`src/sv/pts_pkg.sv`:
```
// shared types and constants for the page table store
// no dependencies; imported by every module of the block
package pts_pkg;

	// defaults for the top-level parameters
	localparam int LEVEL_BITS_DEF = 10;
	localparam int FRAME_BITS_DEF = 20;
	localparam int FLAG_BITS_DEF  = 8;

	// fixed payload and register widths
	localparam int CMD_W   = 2;
	localparam int VA_W    = 32;
	localparam int FRAME_W = 20;
	localparam int FLAG_W  = 8;
	localparam int TOTAL_W = 21;
	localparam int SHIFT_W = 5;
	localparam int COUNT_W = 21;
	localparam int PADDR_W = 4;
	localparam int PDATA_W = 32;

	// depth of the queue between front and back
	localparam int QUEUE_DEPTH = 2;

	// flag bit positions
	localparam int FLAG_VALID    = 0;
	localparam int FLAG_DIRTY    = 1;
	localparam int FLAG_ACCESSED = 2;

	// register word indexes (paddr[3:2])
	localparam logic [1:0] REG_MODE  = 2'd0;
	localparam logic [1:0] REG_SHIFT = 2'd1;
	localparam logic [1:0] REG_COUNT = 2'd2;

	// register reset values
	localparam logic               MODE_RST  = 1'b0;
	localparam logic [SHIFT_W-1:0] SHIFT_RST = 5'd12;
	localparam logic [COUNT_W-1:0] COUNT_RST = 21'h100000;

	typedef enum logic [CMD_W-1:0] {
		CMD_LOOKUP = 2'd0,
		CMD_MAP    = 2'd1,
		CMD_UNMAP  = 2'd2,
		CMD_DA     = 2'd3
	} cmd_t;

	typedef struct packed {
		cmd_t               command;
		logic [VA_W-1:0]    virtual_address;
		logic [FRAME_W-1:0] new_frame;
		logic [FLAG_W-1:0]  new_flags;
		logic               dirty_value;
		logic               accessed_value;
	} req_t;

	typedef struct packed {
		logic               found;
		logic [FRAME_W-1:0] frame_out;
		logic [FLAG_W-1:0]  flags_out;
		logic [TOTAL_W-1:0] valid_total;
	} rsp_t;

	typedef struct packed {
		logic               two_level_mode;
		logic [SHIFT_W-1:0] page_shift;
		logic [COUNT_W-1:0] page_count;
	} cfg_t;

	// classified command as it travels from front to back
	typedef struct packed {
		req_t            item;
		logic            level_split;
		logic            reject;
		logic [VA_W-1:0] vpn;
	} work_t;

endpackage

```
`src/sv/pts_front.sv`:
```
// front end: takes command transfers, computes page number and range check
// depends on pts_pkg
module pts_front #(
	parameter int LEVEL_BITS = pts_pkg::LEVEL_BITS_DEF
) (
	input  pts_pkg::req_t  req,
	input  logic           req_valid,
	output logic           req_ready,
	input  pts_pkg::cfg_t  cfg,
	input  logic           clearing,
	output logic           push_valid,
	input  logic           push_ready,
	output pts_pkg::work_t push_data
);
	import pts_pkg::*;

	localparam int IDX_W = 2 * LEVEL_BITS;

	logic [VA_W-1:0] vpn;
	logic            above_count;
	logic            above_store;

	assign vpn         = req.virtual_address >> cfg.page_shift;
	assign above_count = vpn >= VA_W'(cfg.page_count);
	assign above_store = |vpn[VA_W-1:IDX_W];

	assign push_data.item        = req;
	assign push_data.level_split = cfg.two_level_mode;
	assign push_data.reject      = !cfg.two_level_mode && (above_count || above_store);
	assign push_data.vpn         = vpn;

	// hold off transfers while the entry store is being cleared
	assign push_valid = req_valid && !clearing;
	assign req_ready  = push_ready && !clearing;

endmodule

```
`config.mk`:
```
export PLATFORM = sky130hd
export DESIGN_NAME = pts_front
export DESIGN_NICKNAME = d
export VERILOG_FILES = /design/src/sv/pts_pkg.sv /design/src/sv/pts_front.sv
export SDC_FILE = /design/constraint.sdc
export NUM_CORES = 1
export LEC_CHECK = 0
export ABC_AREA = 1
export BUFFER_PORTS_ARGS = -buffer_cell sky130_fd_sc_hd__buf_2
export CAP_MARGIN = 30
export CELL_PAD_IN_SITES_DETAIL_PLACEMENT = 1
export CELL_PAD_IN_SITES_GLOBAL_PLACEMENT = 2
export CORE_ASPECT_RATIO = 0.75
export CORE_MARGIN = 1.5
export CORE_UTILIZATION = 21
export DETAILED_ROUTE_END_ITERATION = 6
export GPL_TIMING_DRIVEN = 0
export PLACE_DENSITY_LB_ADDON = 0.1
export SYNTH_ARGS = -nofsm -noshare
export SYNTH_HDL_FRONTEND = slang
export SYNTH_SLANG_ARGS = --single-unit
```
`constraint.sdc`:
```
create_clock -name vclk -period 4
set_input_delay 0.6 -clock vclk [all_inputs]
set_output_delay 0.6 -clock vclk [all_outputs]
set_load 0.05 [all_outputs]
```
# --- Yosys cells after proc, flatten, opt, wreduce, memory -nomap -nowiden ---
# Cells that the tools add are included.
word_totals:
  regBits: 0
  wordCells: 9
  out_inout_bits: 100
classes:
  reduce_logical: 7
  n_lt_le_gt_ge: 1
  shifts: 1
op_table:
  columns: ["cell", "n"]
  rows:
  - ["32-bit by 21-bit >= comparator with 1-bit output", 1]
  - ["32-bit by 5-bit >> shifter with 32-bit output", 1]
  - ["12-bit OR reduction", 1]
  - ["1-bit logical AND", 3]
  - ["1-bit zero test", 2]
  - ["1-bit logical OR", 1]

# --- Depth between registers and ports, before layout ---
depth:
  ltp_word: 4
  depth_mapped: 27
  mapped_depth_nobuf: 26

# --- Worst setup path after synthesis ---
# OpenSTA, ideal clock, no wires.
synth_timing:
  path_kind: "in2out"
  startpoint: "input cfg[24] in the netlist's numbering"
  endpoint: "output push_data[32] in the netlist's numbering"
  path_stages: 19
  required_time_ns: 3.400
  arrival_time_ns: 4.209
  setup_slack_ns: -0.809
  cell_sequence: "buf_4 clkinv_1 buf_4 buf_2 nor2_1 a21oi_1 o21ai_0 ha_1 a21oi_1 o21a_1 nand2_1 nand2_1 nand2_1 nand2_1 nand2_1 nand2_1 nand2_1 nand2_1 a21oi_1"
synth_rtl:
  columns: ["element", "line", "rtl"]
  rows:
  - ["from (decl)", "pts_front.sv:9", "input pts_pkg::cfg_t cfg,"]
  - ["to (decl)", "pts_front.sv:13", "output pts_pkg::work_t push_data"]

==> results.cfg <==
[floorplan]
die_w_um = 137.6
dieArea_sq_mm = 0.01431
die_h_um = 104.0
io_pins = 194
row_count = 36
start_util_pct = 21.77
core_area_sq_mm = 0.01311

[power]
power_density_mw_per_mm2 = 183.5
ir_worst_vdd_v = 0.00008353
power_switching_share_pct = 66.23
pwr-share-seq_pct = 0
power_frac_clock_pct = 0
p_int_uw = 277.8
p_switching_uw = 544.9
cellLeakagePower_nw = 2.573
pwr-share-comb_pct = 100.0

[hold_path]
hp-start = cfg[26]
hold_path_class = in2out
min_path_cells = 3
hold_end = push_data[32]

[detailed_routing]
route.met3.wl_um = 669
vias_per_cell = 4.561
initialDrtViolationCount = 136
top_layer_used = met4
routed_wl_um = 12480
vias = 3950
ant_nets = 0
wl_per_cell_um = 14.41
drc = 0
dr.pass1.iters = 4
wl_met1_um = 6072
route.met2.wl_um = 5716

[cells_and_area]
post-route-util_pct = 34.21
seq_area_sq_um = 0
layout-drive-gt1-share_pct = 53.09
area_delta_synth_final_pct = 57.12
final_nets = 812
fin_cells = 866
design.seq.count = 0
insertedDiodeCount = 0
clkbuf_count = 0

[sta]
rsz0062_at_grt = yes
finalHoldViolations = 0
relSlewSlack_pct = 61.40
finalCritPeriodShare_pct = 94.89
worst_pin_slew_ns = 0.5790
slew_violations = 0
min_period_ns = 3.795
clock.fmax_mhz = 263.5
setup_viol = 0

[place]
place_inst = 848
hpwl_um = 10560
gp_congestion = 0.8498
io_buffers = 160

[logic_synthesis]
syn-num-nets = 632
avgSynthCellArea_sq_um = 5.520
yosysUniqueCellTypes = 34
synth_area_sq_mm = 0.002854
yosysSeqAreaShare_pct = 0
synthCells = 517
yosysWarnings = 0

[global_route]
grt_usage_pct = 16.32
gr-total-overflow = 0
antenna_found_initial = 0
grt_pass1_vias = 3770
grt_pass1_wl_um = 19040
grt_max_degree = 20

[worst_setup_path]
path_class = in2out
crit_slowest_cell = clkbuf_2
crit_required_ns = 3.40
startpoint_type = input pin
path_max_fanout = 10
arrival_ns = 3.20
critPathLaunch = cfg[23]
cp_cell_sequence = buf_2 > inv_2 > clkbuf_2 > mux2i_2 > buf_4 > a21oi_1 > a21oi_2 > ha_1 > a21oi_1 > nor3_1 > nor3_1 > nand2_2 > nand2_2 > nand2_2 > nand2_2 > nand2_2 > nand2_2 > a21oi_2 > buf_6
critPathMaxStageDelay_ns = 0.33
crit_path_frequent_cell = nand2_2
end_kind = output port

[status]
run_status = finished clean

[run]
drv_cap = 0
placed cells by master (no fill, tap or decap), types with 5 or more instances in the layout:
cell type	count
a21oi_1	13
a21oi_2	6
buf_12	5
buf_2	160
buf_4	86
clkbuf_2	6
ha_1	21
inv_1	45
nand2_1	116
nand2_2	31
nand2_4	7
nand3_1	66
nand3_2	9
nor2_1	21
nor3_1	7
o21ai_0	5
o21ai_1	14
o21ai_2	20
critical path, delay by kind of cell:
kind / cells / cell delay, ns
multiplexers: 1 / 0.30
AO/OA/AOI/OAI: 4 / 0.47
buffers and inverters: 5 / 0.91
AND/OR/NAND/NOR: 8 / 0.65
adder cells (fa/ha/maj): 1 / 0.27
per-layer routing:
metal | up-vias | GRT usage [%]
li1 | 1991 | -
met1 | 1836 | 24.68
met2 | 121 | 27.29
met3 | 2 | 0.1462
met4 | 0 | 0
met5 | - | 0
power groups by stage:
stage                     clock (mW)  sequential, mW  combinational, mW
final                              0               0              0.823
after CTS                          0               0              0.749
after global routing               0               0              0.891
after floorplan                    0               0              0.553
after detailed placement           0               0              0.741
after global placement             0               0              0.733
through the flow:
step                TNS (ns)  hold slack (ns)  cell area [sq um]  total power [mW]  setup WS (ns)
floorplan                  0            1.288               2923            0.5531        0.04902
global placement     -0.1620            1.502               3938            0.7330        -0.1620
detailed placement   -0.1977            1.502               3938            0.7407        -0.1977
CTS                        0            1.503               3956            0.7490       0.001884
global route        -0.07213            1.489               4484            0.8908       -0.07213
finish                     0            1.481               4484            0.8227         0.2046
timing repair:
item,CTS,global route
cloned,0,4
pin swaps,1,28
hold buffers,0,0
setup buffers,2,13
hold endpoints to repair,0,0
resized for setup,11,111
setup endpoints to repair,1,1
Yosys cell counts, drive strengths merged:
master	n	area [sq um]
buf	89	661.9
o211ai	4	30.03
a21oi	19	95.09
clkinv	1	3.750
a211oi	2	15.01
inv	50	187.7
clkbuf	5	20.01
o21ai	41	212.7
a31oi	4	25.02
nand2	154	623.1
o22ai	1	6.260
o21a	1	7.510
nand3	75	410.4
and2	3	26.28
o32ai	1	8.760
mux2i	6	60.06
nor3	7	35.03
o31ai	3	22.52
ha	21	262.8
nand4	4	25.02
nand3b	2	15.01
nor2	24	100.1
cell families after synthesis:
family	after synthesis	synth area share (%)
and+or+nand+nor	269	43.27
buffers and inverters	145	30.60
muxes	6	2.104
AOI/OAI and AO/OA	76	14.82
adders and majority gates	21	9.206
how the worst max path moves through the flow:
stage,cells past startpoint,to,slack (ns)
3_5_place_dp,22,push_data[32],-0.20
5_1_grt,26,push_data[32],-0.07
4_1_cts,25,push_data[32],0.002
3_3_place_gp,22,push_data[32],-0.16
2_1_floorplan,17,push_data[32],0.05
6_report,19,push_data[32],0.20
cell type report:
class	instances	area (sq um)
Fill cell	1770	8623
Timing Repair Buffer	179	1037
Buffer	93	752.0
Inverter	51	202.7
Multi-Input combinational cell	372	2278
Tap cell	171	214.0
Power figures use the tool's default switching activity.
