**src/sv/pts_pkg.sv**
```systemverilog
// shared types and constants for the page table store
// no dependencies; imported by every module of the block
package pts_pkg;

	// defaults for the top-level parameters
	localparam int LEVEL_BITS_DEF = 10;
	localparam int FRAME_BITS_DEF = 20;
	localparam int FLAG_BITS_DEF  = 8;

	// fixed payload and register widths
	localparam int CMD_W   = 2;
	localparam int VA_W    = 32;
	localparam int FRAME_W = 20;
	localparam int FLAG_W  = 8;
	localparam int TOTAL_W = 21;
	localparam int SHIFT_W = 5;
	localparam int COUNT_W = 21;
	localparam int PADDR_W = 4;
	localparam int PDATA_W = 32;

	// depth of the queue between front and back
	localparam int QUEUE_DEPTH = 2;

	// flag bit positions
	localparam int FLAG_VALID    = 0;
	localparam int FLAG_DIRTY    = 1;
	localparam int FLAG_ACCESSED = 2;

	// register word indexes (paddr[3:2])
	localparam logic [1:0] REG_MODE  = 2'd0;
	localparam logic [1:0] REG_SHIFT = 2'd1;
	localparam logic [1:0] REG_COUNT = 2'd2;

	// register reset values
	localparam logic               MODE_RST  = 1'b0;
	localparam logic [SHIFT_W-1:0] SHIFT_RST = 5'd12;
	localparam logic [COUNT_W-1:0] COUNT_RST = 21'h100000;

	typedef enum logic [CMD_W-1:0] {
		CMD_LOOKUP = 2'd0,
		CMD_MAP    = 2'd1,
		CMD_UNMAP  = 2'd2,
		CMD_DA     = 2'd3
	} cmd_t;

	typedef struct packed {
		cmd_t               command;
		logic [VA_W-1:0]    virtual_address;
		logic [FRAME_W-1:0] new_frame;
		logic [FLAG_W-1:0]  new_flags;
		logic               dirty_value;
		logic               accessed_value;
	} req_t;

	typedef struct packed {
		logic               found;
		logic [FRAME_W-1:0] frame_out;
		logic [FLAG_W-1:0]  flags_out;
		logic [TOTAL_W-1:0] valid_total;
	} rsp_t;

	typedef struct packed {
		logic               two_level_mode;
		logic [SHIFT_W-1:0] page_shift;
		logic [COUNT_W-1:0] page_count;
	} cfg_t;

	// classified command as it travels from front to back
	typedef struct packed {
		req_t            item;
		logic            level_split;
		logic            reject;
		logic [VA_W-1:0] vpn;
	} work_t;

endpackage

```
**src/sv/pts_queue.sv**
```systemverilog
// short fifo of classified commands between front and back
// depends on pts_pkg
module pts_queue (
	input  logic           clk,
	input  logic           arst_n,
	input  logic           push_valid,
	output logic           push_ready,
	input  pts_pkg::work_t push_data,
	output logic           pop_valid,
	input  logic           pop_ready,
	output pts_pkg::work_t pop_data
);
	import pts_pkg::*;

	localparam int PTR_W  = (QUEUE_DEPTH > 1) ? $clog2(QUEUE_DEPTH) : 1;
	localparam int FILL_W = $clog2(QUEUE_DEPTH + 1);

	work_t             slot_q [QUEUE_DEPTH];
	logic [PTR_W-1:0]  wr_ptr_q;
	logic [PTR_W-1:0]  rd_ptr_q;
	logic [FILL_W-1:0] fill_q;
	logic              push;
	logic              pop;

	assign push_ready = fill_q != FILL_W'(QUEUE_DEPTH);
	assign pop_valid  = fill_q != '0;
	assign pop_data   = slot_q[rd_ptr_q];
	assign push       = push_valid && push_ready;
	assign pop        = pop_valid && pop_ready;

	always_ff @(posedge clk or negedge arst_n) begin
		if (!arst_n) begin
			wr_ptr_q <= '0;
			rd_ptr_q <= '0;
			fill_q   <= '0;
		end else begin
			if (push) begin
				wr_ptr_q <= (wr_ptr_q == PTR_W'(QUEUE_DEPTH - 1)) ? '0 : wr_ptr_q + 1'b1;
			end
			if (pop) begin
				rd_ptr_q <= (rd_ptr_q == PTR_W'(QUEUE_DEPTH - 1)) ? '0 : rd_ptr_q + 1'b1;
			end
			case ({push, pop})
				2'b10: begin
					fill_q <= fill_q + 1'b1;
				end
				2'b01: begin
					fill_q <= fill_q - 1'b1;
				end
				default: begin
					fill_q <= fill_q;
				end
			endcase
		end
	end

	always_ff @(posedge clk) begin
		if (push) begin
			slot_q[wr_ptr_q] <= push_data;
		end
	end

endmodule

```
**config.mk**
```make
export PLATFORM = sky130hd
export DESIGN_NAME = pts_queue
export DESIGN_NICKNAME = d
export VERILOG_FILES = /design/src/sv/pts_pkg.sv /design/src/sv/pts_queue.sv
export SDC_FILE = /design/constraint.sdc
export NUM_CORES = 1
export LEC_CHECK = 0
export BUFFER_PORTS_ARGS = -buffer_cell sky130_fd_sc_hd__buf_2
export CAP_MARGIN = 10
export CORE_ASPECT_RATIO = 0.75
export CORE_MARGIN = 3
export CORE_UTILIZATION = 50
export CTS_CLUSTER_DIAMETER = 40
export DETAILED_ROUTE_END_ITERATION = 10
export PLACE_DENSITY = 0.86
export SLEW_MARGIN = 20
export SYNTH_ARGS = -nofsm -noshare
export SYNTH_HDL_FRONTEND = slang
export SYNTH_SLANG_ARGS = --single-unit
```
**constraint.sdc**
```tcl
create_clock -name clk -period 10.12 [get_ports clk]
set_input_delay 1.518 -clock clk [delete_from_list [all_inputs] [get_ports clk]]
set_output_delay 1.518 -clock clk [all_outputs]
set_load 0.05 [all_outputs]
```
After elaboration in Yosys (flattened, before gate mapping):

Memory sizes are Yosys's and may differ from the RTL's.
Cells that the tools add are included.

* register bits: 4
* RAM bits: 196
* bits of input ports: 102
* output and inout port bits: 100
* logic and storage cells: 20
* memories: 1

* add/sub/neg operators: 4
* equal/unequal tests: 3
* mux-type cells: 5
* reductions and logical operators: 4

Memory list
* slot_q: depth 2, bits a word 98, read ports 1, clocked after memory_dff 0, write ports 1, line pts_queue.sv:18 `work_t slot_q [QUEUE_DEPTH];`

Operators by type and width (number)
* 2-to-1 mux 1 bit: 4
* case mux 2 bit (2 select lines): 1
* nonzero test 2 bit: 2
* adder 1 bit (second input constant): 2
* adder 2 x 1 -> 2 bit (second input constant): 1
* == test 2 x 1 -> 1 bit (second input constant): 1
* == test 2 bit (second input constant): 1
* logical AND 1 bit: 2
* != test 2 bit (second input constant): 1
* subtractor 2 x 1 -> 2 bit (second input constant): 1

Depth between registers and ports, before layout:

* word-level depth: 4
* gate-level depth with buffers: 6
* mapped depth without buffers: 6

Worst setup path before layout:

OpenSTA, ideal clock, no wires.

* path kind: input port to flip-flop
* start: input push_valid
* end: memory slot_q[0][0] (netlist bit), enable pin
* library setup time: 0.556 ns
* arrival time: 5.718 ns
* required time: 9.564 ns
* slack: 3.846 ns
* cell stages on the path: 2
* path buffers: 0
* path through: nand2_1 -> nor2_1

* longest elaborated chain between the ends: 3

RTL lines
* start, declared: line pts_queue.sv:6 `input logic push_valid,`
* logical AND 1 bit: line pts_queue.sv:28 `assign push = push_valid && push_ready;`
* 2-to-1 mux 1 bit: line pts_queue.sv:58 `if (push) begin`
* 2-to-1 mux 1 bit (implied by the code): line pts_queue.sv:59 `slot_q[wr_ptr_q] <= push_data;`
* end, declared: line pts_queue.sv:18

Every way passes these cells.

==> results.yml <==
yosys:
  synth_top_family_by_area: "multiplexers"
  syn_avg_cell_area_sq_um: 22.7
  yosys.area_share.adder: 0.00171
  synth_compound_area_frac: 0
  synth_most_common_cell: "edfxtp_1"
  synthArstFlopShare: 0.0200
  synth_edf_count: 196
  yosys.area.top_type: "edfxtp_1"
  synthMuxAreaShare: 0.156
  synth_area_sq_um: 7300
  netlist_instances: 322
  synth_warnings: 0
  synth_seq_cells: 200
  synthTopCellsByArea: "edfxtp_1 (81%), mux2_2 (14%), mux2_4 (2.1%)"
  synthSimpleGateAreaFrac: 0.00532
  synth_xor_area_frac: 0.00600
  synth_top_area_share: 0.807
  synth_fp_nets: 425
  synth_ff_type: "edfxtp_1"
  synthTopCellsByCount: "edfxtp_1 (196), mux2_2 (88), mux2_4 (10)"
  seq_area_frac_synth: 0.820
  synth_cell_type_count: 15
timing:
  finalCriticalPeriod_ps: 4200
  skew_ps: 8.51
  slew_violations: 0
  setup_slack_ps: 5920
  rsz0062_at_grt: "false"
  setup_violations: 0
  hold_violations: 0
  maxSlewHeadroom: 0.493
  post-route-period-util: 0.415
  tns_ps: 0
  fin_hold_ws_ps: 504
  fmax_ghz: 0.238
  tightest_slew_ps: 760
worst_setup_path:
  path_max_fanout: 55
  r2r-end: "slot_q[0][94]"
  arrival_ps: 2690
  critPathKind: "flop to output port"
  reg2reg_depth: 5
  rrSetupSlack_ps: 7640
  cp-start-kind: "flop"
  r2r-start: "fill_q[0]"
  cp-end-kind: "output port"
  required_ps: 8600
global_route:
  grt_max_degree: 56
  grt_pass1_vias: 3927
  grtUsageMet2: 0.273
  grt_util_met3: 0.0615
  grt_overflow_total: 0
  grt_pass1_wl_mm: 21.2
  antenna_found_initial: 0
  track_usage: 0.172
  met1_usage: 0.216
  grt_busiest_layer: "met2"
route:
  wirelength_mm: 13.7
  vias_per_cell: 4.96
  wire_per_inst_um: 18.4
  drc: 0
  drt_iter0_markers: 164
  via_count: 3690
  ant_nets: 0
  dr.pass1.iters: 4
clock_tree:
  clk_latency_ps: 420
  postCtsHoldBufs: 0
  ctsRootBufferMaster: "clkbuf_16"
  clk_path_buf_depth: 2
  htreeDepth: 4
  post_cts_buffers: 0
  cts_inserted_buffers: 17
  clk_pin_slew_worst_paths_ps: 70
  clock_sinks: 200
  cts_tree: "done"
  cts_resized: 0
placement:
  globalplace.congestion: 0.746
  io_buffers: 201
  dp_slack_ps: 6390
  dp_hpwl_mm: 9.22
  place_area_sq_um: 8520
power:
  pwr_density_cell_nw_per_um2: 349
  peakVddDrop_uv: 248
  total_power_uw: 3180
  p_leak_uw: 0.00343
run:
  max-cap-violations: 0
die:
  die_w_um: 145
  fp.coreArea_sq_um: 14000
  initial_core_util: 0.522
  die_h_um: 111
  io_pins: 202
  die-area_sq_um: 16100
  rows: 37
worst_hold_path:
  min_to: "fill_q[1]"
  worstHoldPathType: "flop to flop"
  hold_start: "fill_q[1]"
  min_path_cells: 1
finish:
  areaGrowthSynthToFinish_pct: 25.0
  stdcell_area_sq_um: 9120
  fin_nets: 638
  drive_above_1_share: 0.615
  nFillCells: 962
outcome:
  status: "finished clean"
## metrics by stage
| step | std cells | utilization |
|---|---|---|
| CTS | 743 | 0.652 |
| detailed placement | 711 | 0.609 |
| floorplan | 322 | - |
| global route | 743 | 0.652 |
| global placement | 711 | 0.609 |
| finish | 744 | 0.652 |
## routing by layer
metal  share of wire  up-vias
li1                -     1703
met1            0.42     1793
met2            0.48      173
met3           0.085       21
met4           0.014        0
met5               0        -
## flip-flops by register name, indices dropped and copies added (netlist names)
register  flops
slot_q      196
fill_q        2
rd_ptr_q      1
wr_ptr_q      1
## power by group
group | internal, uW | total [uW] | leakage (uW) | switching, uW
Combinational | 352 | 1290 | 0.00128 | 934
Sequential | 1130 | 1220 | 0.00187 | 80.9
Clock | 392 | 681 | 0.000285 | 289
Total | 1880 | 3180 | 0.00343 | 1300
## final cells by class
cell class	count	area [sq um]	area share
Tap cell	195	244	0.0267
Antenna cell	1	2.50	0.000274
Timing Repair Buffer	205	1040	0.114
Sequential cell	200	5990	0.657
Clock inverter	14	171	0.0188
Multi-Input combinational cell	111	1250	0.137
Clock buffer	18	429	0.0471
## worst max path at each step
stage | from | endpoint | slack [ps] | cells past startpoint
final | rd_ptr_q | pop_data[9] | 5920 | 3
after global routing | rd_ptr_q | pop_data[9] | 5800 | 3
after CTS | rd_ptr_q | pop_data[56] | 5910 | 3
after detailed placement | rd_ptr_q | pop_data[15] | 6390 | 3
after global placement | rd_ptr_q | pop_data[15] | 6420 | 3
after floorplan | push_valid | slot_q[0][0] | 3850 | 2
## critical path, cell delays in order, from the launching register on
cell,delay (ps)
dfrtp_4,830
buf_4,700
mux2_2,420
buf_2,210
## kinds of logic after synthesis
family / after synthesis
and+or+nand+nor: 7
adders and majority gates: 1
DFF: 200
xor gates and xnor gates: 5
muxes: 98
buffers and inverters: 11
## cells in the final DEF (no fill, tap or decap), drive strengths merged
cell	count
and2	1
and3	1
buf	205
bufinv	3
clkbuf	18
clkinv	3
clkinvlp	3
dfrtp	4
diode	1
edfxtp	196
ha	1
inv	5
mux2	98
nand2	1
nand2b	1
nor2	2
or2	1
xnor2	3
xor2	2
(Power assumes the default switching activity.)
